--- src/hdl/lfps_pkg.sv ---
// ----------------------------------------------------------------------------
// lfps_pkg
// Shared constants, types and the duty lookup table of the line-follow PI
// steering block.
// ----------------------------------------------------------------------------
package lfps_pkg;

    // Geometry of the sensor bar and of the error smoothing filter.
    localparam int SENSOR_COUNT = 7;
    localparam int AVERAGE_TAPS = 5;

    localparam int SENS_IDX_W = $clog2(SENSOR_COUNT);
    localparam int HIST_IDX_W = (AVERAGE_TAPS > 1) ? $clog2(AVERAGE_TAPS) : 1;
    localparam int LOOP_MAX   = (SENSOR_COUNT > AVERAGE_TAPS) ? SENSOR_COUNT : AVERAGE_TAPS;
    localparam int LOOP_W     = $clog2(LOOP_MAX + 1);

    // Datapath widths.
    localparam int AVG_W   = 24;   // Q16.8 channel average
    localparam int ERR_W   = 13;   // Q5.8 line error
    localparam int HSUM_W  = 18;   // sum of the error history
    localparam int INT_W   = 20;   // Q8.12 integral
    localparam int MAC_A_W = 22;
    localparam int MAC_B_W = 27;
    localparam int MAC_P_W = 49;

    // Division by the tap count: rounded-up reciprocal, exact for |sum| < 2^17.
    localparam int DIV_SHIFT = 24;
    localparam int DIV_RECIP = ((1 << DIV_SHIFT) + AVERAGE_TAPS - 1) / AVERAGE_TAPS;

    // Line error constants, Q5.8.
    localparam int WEIGHT_HALF_SPAN = (SENSOR_COUNT - 1) * 128;
    localparam int LOST_LIMIT       = (SENSOR_COUNT - 1) * 256;
    localparam int ERR_MIN          = -4096;
    localparam int ERR_MAX          = 4095;

    // Controller output and servo constants.
    localparam int CTRL_MAX        = 100;
    localparam int CTRL_LIMIT_Q12  = CTRL_MAX * 4096;
    localparam int PULSE_CENTER_US = 1500;
    localparam int SERVO_FRAME_US  = 20000;
    localparam int DUTY_FULL       = 65535;

    // Configuration register reset values.
    localparam logic [15:0] EMA_ALPHA_RST      = 16'd19661;
    localparam logic [15:0] CLEAR_THR_RST      = 16'd6000;
    localparam logic [15:0] BLUE_THR_RST       = 16'd1600;
    localparam logic [14:0] PROP_GAIN_RST      = 15'd2048;
    localparam logic [14:0] INTEGRAL_GAIN_RST  = 15'd82;
    localparam logic [6:0]  INTEGRAL_LIMIT_RST = 7'd50;

    // Configuration register indexes.
    typedef enum logic [2:0] {
        CFG_EMA_ALPHA      = 3'd0,
        CFG_CLEAR_THR      = 3'd1,
        CFG_BLUE_THR       = 3'd2,
        CFG_PROP_GAIN      = 3'd3,
        CFG_INTEGRAL_GAIN  = 3'd4,
        CFG_INTEGRAL_LIMIT = 3'd5
    } cfg_index_t;

    // One request to the shared multiply-accumulate unit: en loads a * b + c.
    typedef struct packed {
        logic                       en;
        logic signed [MAC_A_W-1:0]  a;
        logic signed [MAC_B_W-1:0]  b;
        logic signed [MAC_P_W-1:0]  c;
    } mac_req_t;

    // Duty value for each control value, indexed by control + CTRL_MAX.
    typedef logic [12:0] duty_table_t [0:2*CTRL_MAX];

    function automatic duty_table_t build_duty_table();
        duty_table_t tbl;
        for (int k = 0; k <= 2 * CTRL_MAX; k++) begin
            tbl[k] = 13'(((PULSE_CENTER_US + 4 * (k - CTRL_MAX)) * DUTY_FULL) / SERVO_FRAME_US);
        end
        return tbl;
    endfunction

    localparam duty_table_t DUTY_TABLE = build_duty_table();

endpackage

--- src/hdl/lfps_mac.sv ---
// ----------------------------------------------------------------------------
// lfps_mac
// Shared signed multiply-accumulate unit with a registered result.
// ----------------------------------------------------------------------------
module lfps_mac
    import lfps_pkg::*;
(
    input  logic                       aclk,
    input  mac_req_t                   req,
    output logic signed [MAC_P_W-1:0]  result
);

    logic signed [MAC_P_W-1:0] result_reg;
    logic signed [MAC_P_W-1:0] result_next;

    // All operands are sign-extended to the result width before the product.
    assign result_next = req.a * req.b + req.c;

    always_ff @(posedge aclk) begin
        if (req.en) begin
            result_reg <= result_next;
        end
    end

    assign result = result_reg;

endmodule

--- src/hdl/line_follow_pi_steering.sv ---
// ----------------------------------------------------------------------------
// line_follow_pi_steering
// Color-sensor line follower: per-sensor averaging, line error, smoothing,
// PI control and servo pulse generation.
// ----------------------------------------------------------------------------
// Readings enter one beat at a time; the source must send them in
// ascending sensor order, which the block itself does not enforce. The
// block drops s_tready while it works on one. All multiplications and the
// weight and history sums run through a single multiply-accumulate unit,
// one step after another: a reading updates its sensor's clear and blue
// averages (a first reading only seeds them) and white bit, a reading with
// an index at or above SENSOR_COUNT is dropped without work, and the last
// sensor's reading then also walks the weight sum over the sensors and the
// smoothing filter over its taps, one per cycle, before the division and
// the PI steps. The result beat sits in an output register; a frame that
// ends while the previous result still waits holds until it is taken.
// Configuration writes are registered and accepted in any state.
// ----------------------------------------------------------------------------
module line_follow_pi_steering
    import lfps_pkg::*;
(
    input  logic        aclk,
    input  logic        aresetn,
    // Input readings.
    input  logic        s_tvalid,
    output logic        s_tready,
    input  logic [31:0] s_tdata,   // clear_count[15:0], blue_count[31:16]
    input  logic [2:0]  s_tuser,   // sensor_index[2:0]
    // Results.
    output logic        m_tvalid,
    input  logic        m_tready,
    output logic [55:0] m_tdata,   // duty_value[12:0], pulse_width[23:13],
                                   // control_value[31:24], smoothed_error[43:32],
                                   // white_mask[50:44], zero[55:51]
    output logic [0:0]  m_tuser,   // line_lost[0]
    // Configuration writes.
    input  logic        cfg_we,
    input  logic [2:0]  cfg_index,
    input  logic [15:0] cfg_wdata
);

    typedef enum logic [3:0] {
        ST_IDLE,
        ST_CLEAR,
        ST_BLUE,
        ST_BLUE_WR,
        ST_WHITE,
        ST_WSUM,
        ST_RAW,
        ST_HSUM,
        ST_DIV,
        ST_DIVQ,
        ST_PMUL,
        ST_IMUL,
        ST_ISUM,
        ST_OSUM,
        ST_CTRL,
        ST_EMIT
    } state_t;

    state_t state_reg;

    // Configuration registers.
    logic [15:0] ema_alpha_reg;
    logic [15:0] clear_thr_reg;
    logic [15:0] blue_thr_reg;
    logic [14:0] prop_gain_reg;
    logic [14:0] integral_gain_reg;
    logic [6:0]  integral_limit_reg;

    // Current reading.
    logic [SENS_IDX_W-1:0] sensor_reg;
    logic [15:0]           clear_in_reg;
    logic [15:0]           blue_in_reg;
    logic [LOOP_W-1:0]     cnt_reg;

    // Per-sensor state.
    logic [AVG_W-1:0]        clear_avg_mem [SENSOR_COUNT];
    logic [AVG_W-1:0]        blue_avg_mem  [SENSOR_COUNT];
    logic [SENSOR_COUNT-1:0] seeded_reg;
    logic [SENSOR_COUNT-1:0] white_reg;

    // Error filter and controller state.
    logic signed [ERR_W-1:0] hist_reg [AVERAGE_TAPS];
    logic [HIST_IDX_W-1:0]   slot_reg;
    logic signed [ERR_W-1:0] last_sm_reg;
    logic signed [ERR_W-1:0] sm_reg;
    logic                    hneg_reg;
    logic                    lost_reg;
    logic signed [20:0]      p_reg;
    logic signed [INT_W-1:0] integral_reg;
    logic signed [21:0]      o_reg;
    logic signed [7:0]       ctrl_reg;

    // Output registers.
    logic        m_valid_reg;
    logic [12:0] duty_out_reg;
    logic [10:0] pulse_out_reg;
    logic [7:0]  ctrl_out_reg;
    logic [11:0] sm_out_reg;
    logic [6:0]  white_out_reg;
    logic        lost_out_reg;

    // Shared unit.
    mac_req_t                  mac_req;
    logic signed [MAC_P_W-1:0] mac_res;

    lfps_mac u_mac (
        .aclk   (aclk),
        .req    (mac_req),
        .result (mac_res)
    );

    // Datapath signals.
    logic [AVG_W-1:0]          clear_cur;
    logic [AVG_W-1:0]          blue_cur;
    logic [AVG_W-1:0]          clear_seed;
    logic [AVG_W-1:0]          blue_seed;
    logic signed [24:0]        d_clear;
    logic signed [24:0]        d_blue;
    logic                      is_seeded;
    logic                      is_white;
    logic                      in_range;
    logic signed [15:0]        weight;
    logic signed [15:0]        wsum;
    logic signed [ERR_W-1:0]   raw_found;
    logic signed [14:0]        three_last;
    logic signed [14:0]        half_last;
    logic signed [ERR_W-1:0]   raw_lost;
    logic signed [ERR_W-1:0]   raw_err;
    logic                      frame_lost;
    logic signed [HSUM_W-1:0]  hsum;
    logic signed [HSUM_W-1:0]  hsum_abs;
    logic [13:0]               quot;
    logic signed [13:0]        quot_signed;
    logic signed [28:0]        gain_prod;
    logic signed [28:0]        gain_adj;
    logic signed [20:0]        gain_q12;
    logic signed [21:0]        isum;
    logic signed [21:0]        ilim;
    logic signed [21:0]        isum_clamped;
    logic signed [21:0]        osum;
    logic signed [21:0]        osum_clamped;
    logic signed [21:0]        o_adj;
    logic [8:0]                duty_idx;
    logic [11:0]               pulse_wide;
    logic [6:0]                white_low;
    logic                      out_free;

    // Averages and per-reading quantities.
    always_comb begin
        clear_cur  = clear_avg_mem[sensor_reg];
        blue_cur   = blue_avg_mem[sensor_reg];
        clear_seed = {clear_in_reg, 8'h00};
        blue_seed  = {blue_in_reg, 8'h00};
        d_clear    = $signed({1'b0, clear_seed}) - $signed({1'b0, clear_cur});
        d_blue     = $signed({1'b0, blue_seed}) - $signed({1'b0, blue_cur});
        is_seeded  = seeded_reg[sensor_reg];
        is_white   = (clear_cur > {clear_thr_reg, 8'h00}) && (blue_cur > {blue_thr_reg, 8'h00});
        in_range   = 5'(s_tuser) < 5'(SENSOR_COUNT);
    end

    // Line error, with the recovery rule when no sensor sees white.
    always_comb begin
        weight = $signed({{(8 - LOOP_W){1'b0}}, cnt_reg, 8'h00})
                 - $signed(16'(WEIGHT_HALF_SPAN));
        wsum   = $signed(mac_res[15:0]);
        if (wsum > $signed(16'(ERR_MAX))) begin
            raw_found = ERR_W'(ERR_MAX);
        end else if (wsum < $signed(16'(ERR_MIN))) begin
            raw_found = ERR_W'(ERR_MIN);
        end else begin
            raw_found = wsum[ERR_W-1:0];
        end

        // Three halves of the last error, rounded toward zero.
        three_last = {{2{last_sm_reg[ERR_W-1]}}, last_sm_reg}
                   + {last_sm_reg[ERR_W-1], last_sm_reg, 1'b0};
        half_last  = (three_last + $signed({14'd0, three_last[14]})) >>> 1;
        if (last_sm_reg == '0) begin
            raw_lost = ERR_W'(LOST_LIMIT);
        end else if (half_last > $signed(15'(LOST_LIMIT))) begin
            raw_lost = ERR_W'(LOST_LIMIT);
        end else if (half_last < -$signed(15'(LOST_LIMIT))) begin
            raw_lost = ERR_W'(-LOST_LIMIT);
        end else begin
            raw_lost = half_last[ERR_W-1:0];
        end

        frame_lost = (white_reg == '0);
        raw_err    = frame_lost ? raw_lost : raw_found;
    end

    // Smoothing division and PI arithmetic.
    always_comb begin
        hsum        = $signed(mac_res[HSUM_W-1:0]);
        hsum_abs    = hsum[HSUM_W-1] ? -hsum : hsum;
        quot        = mac_res[DIV_SHIFT+13:DIV_SHIFT];
        quot_signed = hneg_reg ? -$signed(quot) : $signed(quot);

        // Gain product scaled by 1/256, rounded toward zero.
        gain_prod = $signed(mac_res[28:0]);
        gain_adj  = gain_prod + (gain_prod[28] ? 29'sd255 : 29'sd0);
        gain_q12  = gain_adj[28:8];

        isum = {{2{integral_reg[INT_W-1]}}, integral_reg} + {gain_q12[20], gain_q12};
        ilim = $signed({3'b000, integral_limit_reg, 12'h000});
        if (isum > ilim) begin
            isum_clamped = ilim;
        end else if (isum < -ilim) begin
            isum_clamped = -ilim;
        end else begin
            isum_clamped = isum;
        end

        osum = {p_reg[20], p_reg} + {{2{integral_reg[INT_W-1]}}, integral_reg};
        if (osum > $signed(22'(CTRL_LIMIT_Q12))) begin
            osum_clamped = 22'(CTRL_LIMIT_Q12);
        end else if (osum < -$signed(22'(CTRL_LIMIT_Q12))) begin
            osum_clamped = -$signed(22'(CTRL_LIMIT_Q12));
        end else begin
            osum_clamped = osum;
        end
        o_adj = o_reg + (o_reg[21] ? 22'sd4095 : 22'sd0);

        duty_idx   = {ctrl_reg[7], ctrl_reg} + 9'(CTRL_MAX);
        pulse_wide = 12'(PULSE_CENTER_US) + {{2{ctrl_reg[7]}}, ctrl_reg, 2'b00};
        out_free   = !m_valid_reg || m_tready;
    end

    // White mask as seen on the output, low bits only.
    always_comb begin
        white_low = '0;
        for (int i = 0; i < SENSOR_COUNT && i < 7; i++) begin
            white_low[i] = white_reg[i];
        end
    end

    // Requests to the shared unit for each step.
    always_comb begin
        mac_req = '0;
        unique case (state_reg)
            ST_CLEAR: begin
                mac_req.en = 1'b1;
                mac_req.a  = $signed({6'd0, ema_alpha_reg});
                mac_req.b  = {{2{d_clear[24]}}, d_clear};
                mac_req.c  = $signed({9'd0, clear_cur, 16'h8000});
            end
            ST_BLUE: begin
                mac_req.en = 1'b1;
                mac_req.a  = $signed({6'd0, ema_alpha_reg});
                mac_req.b  = {{2{d_blue[24]}}, d_blue};
                mac_req.c  = $signed({9'd0, blue_cur, 16'h8000});
            end
            ST_WSUM: begin
                mac_req.en = 1'b1;
                mac_req.a  = white_reg[cnt_reg[SENS_IDX_W-1:0]] ? {{6{weight[15]}}, weight} : '0;
                mac_req.b  = 27'sd1;
                mac_req.c  = (cnt_reg == '0) ? '0 : mac_res;
            end
            ST_HSUM: begin
                mac_req.en = 1'b1;
                mac_req.a  = {{(MAC_A_W - ERR_W){hist_reg[cnt_reg[HIST_IDX_W-1:0]][ERR_W-1]}},
                              hist_reg[cnt_reg[HIST_IDX_W-1:0]]};
                mac_req.b  = 27'sd1;
                mac_req.c  = (cnt_reg == '0) ? '0 : mac_res;
            end
            ST_DIV: begin
                mac_req.en = 1'b1;
                mac_req.a  = {{(MAC_A_W - HSUM_W){1'b0}}, hsum_abs};
                mac_req.b  = MAC_B_W'(DIV_RECIP);
            end
            ST_PMUL: begin
                mac_req.en = 1'b1;
                mac_req.a  = $signed({7'd0, prop_gain_reg});
                mac_req.b  = {{(MAC_B_W - ERR_W){sm_reg[ERR_W-1]}}, sm_reg};
            end
            ST_IMUL: begin
                mac_req.en = 1'b1;
                mac_req.a  = $signed({7'd0, integral_gain_reg});
                mac_req.b  = {{(MAC_B_W - ERR_W){sm_reg[ERR_W-1]}}, sm_reg};
            end
            default: begin
                mac_req = '0;
            end
        endcase
    end

    // Channel averages: seeded by the first reading, then updated by the EMA.
    always_ff @(posedge aclk) begin
        if (state_reg == ST_CLEAR && !is_seeded) begin
            clear_avg_mem[sensor_reg] <= clear_seed;
            blue_avg_mem[sensor_reg]  <= blue_seed;
        end
        if (state_reg == ST_BLUE) begin
            clear_avg_mem[sensor_reg] <= mac_res[39:16];
        end
        if (state_reg == ST_BLUE_WR) begin
            blue_avg_mem[sensor_reg] <= mac_res[39:16];
        end
    end

    // Sequencer, configuration and result registers.
    always_ff @(posedge aclk) begin
        if (!aresetn) begin
            state_reg          <= ST_IDLE;
            cnt_reg            <= '0;
            seeded_reg         <= '0;
            white_reg          <= '0;
            for (int i = 0; i < AVERAGE_TAPS; i++) begin
                hist_reg[i] <= '0;
            end
            slot_reg           <= '0;
            last_sm_reg        <= '0;
            integral_reg       <= '0;
            m_valid_reg        <= 1'b0;
            ema_alpha_reg      <= EMA_ALPHA_RST;
            clear_thr_reg      <= CLEAR_THR_RST;
            blue_thr_reg       <= BLUE_THR_RST;
            prop_gain_reg      <= PROP_GAIN_RST;
            integral_gain_reg  <= INTEGRAL_GAIN_RST;
            integral_limit_reg <= INTEGRAL_LIMIT_RST;
        end else begin
            // Configuration writes, masked to each register's width.
            if (cfg_we) begin
                unique case (cfg_index)
                    CFG_EMA_ALPHA:      ema_alpha_reg      <= cfg_wdata;
                    CFG_CLEAR_THR:      clear_thr_reg      <= cfg_wdata;
                    CFG_BLUE_THR:       blue_thr_reg       <= cfg_wdata;
                    CFG_PROP_GAIN:      prop_gain_reg      <= cfg_wdata[14:0];
                    CFG_INTEGRAL_GAIN:  integral_gain_reg  <= cfg_wdata[14:0];
                    CFG_INTEGRAL_LIMIT: integral_limit_reg <= cfg_wdata[6:0];
                    default: ;
                endcase
            end

            // A taken beat empties the output register unless a new one loads.
            if (m_valid_reg && m_tready && state_reg != ST_EMIT) begin
                m_valid_reg <= 1'b0;
            end

            unique case (state_reg)
                ST_IDLE: begin
                    if (s_tvalid && in_range) begin
                        sensor_reg   <= SENS_IDX_W'(s_tuser);
                        clear_in_reg <= s_tdata[15:0];
                        blue_in_reg  <= s_tdata[31:16];
                        state_reg    <= ST_CLEAR;
                    end
                end
                ST_CLEAR: begin
                    if (!is_seeded) begin
                        seeded_reg[sensor_reg] <= 1'b1;
                        state_reg              <= ST_WHITE;
                    end else begin
                        state_reg <= ST_BLUE;
                    end
                end
                ST_BLUE: begin
                    state_reg <= ST_BLUE_WR;
                end
                ST_BLUE_WR: begin
                    state_reg <= ST_WHITE;
                end
                ST_WHITE: begin
                    white_reg[sensor_reg] <= is_white;
                    cnt_reg               <= '0;
                    if (sensor_reg == SENS_IDX_W'(SENSOR_COUNT - 1)) begin
                        state_reg <= ST_WSUM;
                    end else begin
                        state_reg <= ST_IDLE;
                    end
                end
                // Walk the sensors, adding the weight of each white one.
                ST_WSUM: begin
                    if (cnt_reg == LOOP_W'(SENSOR_COUNT - 1)) begin
                        state_reg <= ST_RAW;
                    end else begin
                        cnt_reg <= cnt_reg + 1'b1;
                    end
                end
                ST_RAW: begin
                    hist_reg[slot_reg] <= raw_err;
                    lost_reg           <= frame_lost;
                    if (slot_reg == HIST_IDX_W'(AVERAGE_TAPS - 1)) begin
                        slot_reg <= '0;
                    end else begin
                        slot_reg <= slot_reg + 1'b1;
                    end
                    cnt_reg   <= '0;
                    state_reg <= ST_HSUM;
                end
                // Walk the error history taps.
                ST_HSUM: begin
                    if (cnt_reg == LOOP_W'(AVERAGE_TAPS - 1)) begin
                        state_reg <= ST_DIV;
                    end else begin
                        cnt_reg <= cnt_reg + 1'b1;
                    end
                end
                ST_DIV: begin
                    hneg_reg  <= hsum[HSUM_W-1];
                    state_reg <= ST_DIVQ;
                end
                ST_DIVQ: begin
                    sm_reg      <= quot_signed[ERR_W-1:0];
                    last_sm_reg <= quot_signed[ERR_W-1:0];
                    state_reg   <= ST_PMUL;
                end
                ST_PMUL: begin
                    state_reg <= ST_IMUL;
                end
                ST_IMUL: begin
                    p_reg     <= gain_q12;
                    state_reg <= ST_ISUM;
                end
                ST_ISUM: begin
                    integral_reg <= isum_clamped[INT_W-1:0];
                    state_reg    <= ST_OSUM;
                end
                ST_OSUM: begin
                    o_reg     <= osum_clamped;
                    state_reg <= ST_CTRL;
                end
                ST_CTRL: begin
                    ctrl_reg  <= o_adj[19:12];
                    state_reg <= ST_EMIT;
                end
                // Hand the result to the output register once it is free.
                ST_EMIT: begin
                    if (out_free) begin
                        m_valid_reg   <= 1'b1;
                        duty_out_reg  <= DUTY_TABLE[duty_idx[7:0]];
                        pulse_out_reg <= pulse_wide[10:0];
                        ctrl_out_reg  <= ctrl_reg;
                        sm_out_reg    <= sm_reg[11:0];
                        white_out_reg <= white_low;
                        lost_out_reg  <= lost_reg;
                        state_reg     <= ST_IDLE;
                    end
                end
                default: begin
                    state_reg <= ST_IDLE;
                end
            endcase
        end
    end

    assign s_tready   = (state_reg == ST_IDLE);
    assign m_tvalid   = m_valid_reg;
    assign m_tdata    = {5'd0, white_out_reg, sm_out_reg, ctrl_out_reg,
                         pulse_out_reg, duty_out_reg};
    assign m_tuser[0] = lost_out_reg;

endmodule

--- config.mk ---
export PLATFORM = sky130hd
export DESIGN_NAME = line_follow_pi_steering
export DESIGN_NICKNAME = d
export VERILOG_FILES = /design/src/hdl/lfps_pkg.sv /design/src/hdl/lfps_mac.sv /design/src/hdl/line_follow_pi_steering.sv
export SDC_FILE = /design/constraint.sdc
export NUM_CORES = 2
export LEC_CHECK = 0
export BUFFER_PORTS_ARGS = -buffer_cell sky130_fd_sc_hd__buf_2
export CORE_MARGIN = 4
export CORE_UTILIZATION = 35
export DETAILED_ROUTE_END_ITERATION = 10
export SLEW_MARGIN = 0
export SYNTH_ARGS = -nofsm -noshare
export SYNTH_HDL_FRONTEND = slang
export SYNTH_SLANG_ARGS = --single-unit
--- constraint.sdc ---
create_clock -name aclk -period 12 [get_ports aclk]
set_input_delay 0 -clock aclk [delete_from_list [all_inputs] [get_ports aclk]]
set_output_delay 0 -clock aclk [all_outputs]
set_load 0.02 [all_outputs]
==> impl_metrics.env <==
export IMPL_rsz0062_at_grt="false"
export IMPL_rows=153
export IMPL_nNetsFinal=7112
export IMPL_grt_pass1_vias=46369
export IMPL_critPathSlowestCell="dfxtp_4"
export IMPL_grt_pass1_wl_mm=290
export IMPL_ys_types=91
export IMPL_fmax_mhz=88.0
export IMPL_power_switching_mw=3.58
export IMPL_port_buffers=110
export IMPL_p_sw_share_pct=37.3
export IMPL_clkSlewWorstSetupHoldPaths_ns=0.06
export IMPL_fin_skew_ns=0.0779
export IMPL_core_area_mm2=0.174
export IMPL_dp_hpwl_mm=146
export IMPL_netlist_instances=5969
export IMPL_period_share_pct=94.7
export IMPL_vdd_drop_max_uv=149
export IMPL_syn_to_final_growth_pct=12.6
export IMPL_dieArea_mm2=0.182
export IMPL_end_kind="flip-flop"
export IMPL_vias=46009
export IMPL_firstDrtPassIters=9
export IMPL_worstMarginPinSlew_ns=1.27
export IMPL_wl_per_cell_um=22.4
export IMPL_grt_max_degree=82
export IMPL_period_minus_slack_ns=11.36
export IMPL_async_flop_share_pct=0
export IMPL_slew_headroom_pct=15.3
export IMPL_drive_gt1_share_pct=9.38
export IMPL_p_comb_share_pct=36.7
export IMPL_p_int_mw=6.02
export IMPL_cap_violations=0
export IMPL_crit_top_cell="fa_1"
export IMPL_yosysWarnings=0
export IMPL_fin_area_mm2=0.0690
export IMPL_synth_ff_type="edfxtp_1"
export IMPL_place_congestion=0.951
export IMPL_avgSynthCellArea_um2=10.3
export IMPL_power_frac_seq_pct=34.7
export IMPL_via_per_inst=5.36
export IMPL_required_ns=12.46
export IMPL_synth_seq_cells=779
export IMPL_clkLatencyLatePin_ns=0.73
export IMPL_cts_sinks=779
export IMPL_remaining_drc_errors=0
export IMPL_start_kind="flip-flop"
export IMPL_fin_tns_setup_ns=0
export IMPL_p_leak_nw=28.0
export IMPL_hold_viol_final=0
export IMPL_grt_ovfl_total=0
export IMPL_initial_core_util_pct=35.2
export IMPL_synth_edf_count=630
export IMPL_drt_iter0_drc=4471
export IMPL_report_final_slew_viol_count=0
export IMPL_critPathKind="reg -> reg"
export IMPL_root_buffer="clkbuf_16"
export IMPL_grtUsageTotal_pct=21.1
export IMPL_syn_area_mm2=0.0613
export IMPL_clock_path_buffers=3
export IMPL_die_x_um=427
export IMPL_io_pins=118
export IMPL_cts_htree_levels=3
export IMPL_ys_seq_area_share_pct=35.7
export IMPL_cts_tree="yes"
export IMPL_die_height_um=427
export IMPL_finalSetupViolations=0
export IMPL_worst_hold_path_type="in -> reg"
export IMPL_ant_nets=0
export IMPL_slowest_delay_ns=0.79
export IMPL_dpl_cell_area_mm2=0.0651
export IMPL_critPathMaxFanout=36
export IMPL_numCtsBuffers=88
export IMPL_clkPwrFrac_pct=28.7
export IMPL_status="complete, no violations"
export IMPL_register_area_mm2=0.0219
export IMPL_p_per_area_mw_per_mm2=139
export IMPL_multi_input_area_mm2=0.0356
export IMPL_totalWireLength_mm=192
export IMPL_antenna_found_initial=14
export IMPL_crit_arrival_ns=11.82
export IMPL_fillers=16872
==> per-stage QoR <==
step	worst slack, ns	util (%)	power (mW)	hold WS (ns)	cells
CTS	0.440	39.6	9.61	0.000398	8573
floorplan	1.01	-	5.70	0.0989	6053
global route	0.0561	39.7	10.1	0.0254	8574
finish	0.640	39.7	9.60	0.0395	8582
global placement	0.669	37.4	6.79	0.177	8320
detailed placement	0.472	37.4	6.82	0.178	8320
==> layout make-up <==
class                      count  area share, %
inverter                     868           4.72
clock buffer                 116           3.53
multi-input combinational   4120           51.5
timing repair buffer         317           3.43
sequential                   779           31.7
antenna                        9         0.0326
clock inverter                48          0.805
tap                         2325           4.21
==> repair_timing <==
| action | CTS | global route |
|---|---|---|
| setup buffers | 0 | 0 |
| endpoints found under the hold margin | 135 | 0 |
| hold buffers | 89 | 0 |
| resized for setup | 0 | 2 |
| endpoints found under the setup margin | 0 | 1 |
==> cell usage after synthesis, types with 16 or more instances <==
cell / instances / area share [%]
inv_1: 866 / 5.3
nand2_1: 708 / 4.3
edfxtp_1: 630 / 31
fa_1: 545 / 18
ha_1: 334 / 6.8
o21ai_0: 306 / 2.5
nor2_1: 301 / 1.8
a21oi_1: 244 / 2.0
clkbuf_1: 230 / 1.4
dfxtp_1: 149 / 4.9
xnor2_1: 145 / 2.1
and2_1: 112 / 1.1
nand3_1: 91 / 0.74
a21o_1: 88 / 1.1
mux2i_1: 84 / 1.4
mux4_2: 79 / 2.9
a21boi_0: 76 / 0.93
nor3_1: 72 / 0.59
xor2_1: 64 / 0.91
o211ai_1: 62 / 0.76
mux2_2: 60 / 1.1
nor2b_1: 60 / 0.61
o21a_1: 54 / 0.66
nand2b_1: 48 / 0.49
a211oi_1: 38 / 0.47
nand4_1: 36 / 0.37
a31oi_1: 34 / 0.35
buf_1: 31 / 0.19
a22oi_1: 29 / 0.36
and3_1: 23 / 0.23
o31ai_1: 22 / 0.27
o21bai_1: 20 / 0.24
nor3b_1: 18 / 0.22
buf_2: 17 / 0.14
or3_1: 17 / 0.17
a211o_1: 16 / 0.23
==> path summary, 6_finish.rpt <==
path,start,end,slack (ns),cells after the start
worst max-delay path,flip-flop,u_mac.result[39],0.64,34
worst max register to register,flip-flop,u_mac.result[39],0.64,34
worst min-delay path,s_tdata[31],blue_in_reg[15],0.04,2
worst min register to register,white_low[3],white_out_reg[3],0.44,0
==> power by group through the flow <==
stage | Clock [mW] | Combinational, mW | Sequential [mW]
after floorplan | 0 | 2.48 | 3.22
after global placement | 0 | 3.42 | 3.37
after detailed placement | 0 | 3.45 | 3.38
after CTS | 2.80 | 3.49 | 3.32
after global routing | 2.91 | 3.91 | 3.33
final | 2.75 | 3.52 | 3.33
==> layer usage <==
metal	part of all wire (%)	track usage, %	vias up
met5	0.020	0	-
met4	5.3	10.0	6
met3	7.6	3.72	413
met2	46	33.8	1842
met1	41	27.7	23020
li1	-	-	20728
==> kinds of logic after synthesis <==
family | after synthesis | share of synthesized area, %
AO/OA/AOI/OAI | 1171 | 12.6
multiplexers | 223 | 5.38
other | 2 | 0.0122
adder cells (fa/ha/maj) | 880 | 24.6
flip-flops | 779 | 35.7
XOR/XNOR | 210 | 3.02
buffers and inverters | 1154 | 7.15
AND/OR/NAND/NOR | 1550 | 11.5
==> worst max-delay path, delay by kind of cell, from the launching register on <==
family	cells	cell delay, ns
multiplexers	1	0.54
XOR/XNOR	2	0.60
AO/OA/AOI/OAI	12	3.43
buffers and inverters	7	0.72
adder cells (fa/ha/maj)	8	3.98
AND/OR/NAND/NOR	4	1.03
flip-flops	1	0.79
==> layout by cell type, fill, tap and decap left out, types with 21 or more instances in the layout <==
cell type | synthesis | layout
a31oi_1 | 34 | 34
a22oi_1 | 29 | 29
nor2_1 | 301 | 280
a21oi_1 | 244 | 242
a21boi_0 | 76 | 76
conb_1 | 2 | 86
dlygate4sd3_1 | 0 | 89
nor2b_1 | 60 | 60
clkbuf_16 | 0 | 88
nand3_1 | 91 | 91
mux2i_1 | 84 | 84
nand4_1 | 36 | 36
a211oi_1 | 38 | 38
and2_1 | 112 | 112
nor3_1 | 72 | 70
nand2b_1 | 48 | 48
ha_1 | 334 | 332
mux4_2 | 79 | 79
nand2_1 | 708 | 708
xor2_1 | 64 | 63
xnor2_1 | 145 | 143
mux2_2 | 60 | 60
fa_1 | 545 | 545
buf_4 | 8 | 116
and3_1 | 23 | 23
buf_2 | 17 | 109
o211ai_1 | 62 | 62
edfxtp_1 | 630 | 630
o21a_1 | 54 | 54
o21ai_0 | 306 | 301
o31ai_1 | 22 | 21
a21o_1 | 88 | 88
dfxtp_1 | 149 | 146
inv_1 | 866 | 865
Power figures use the tool's default switching activity.
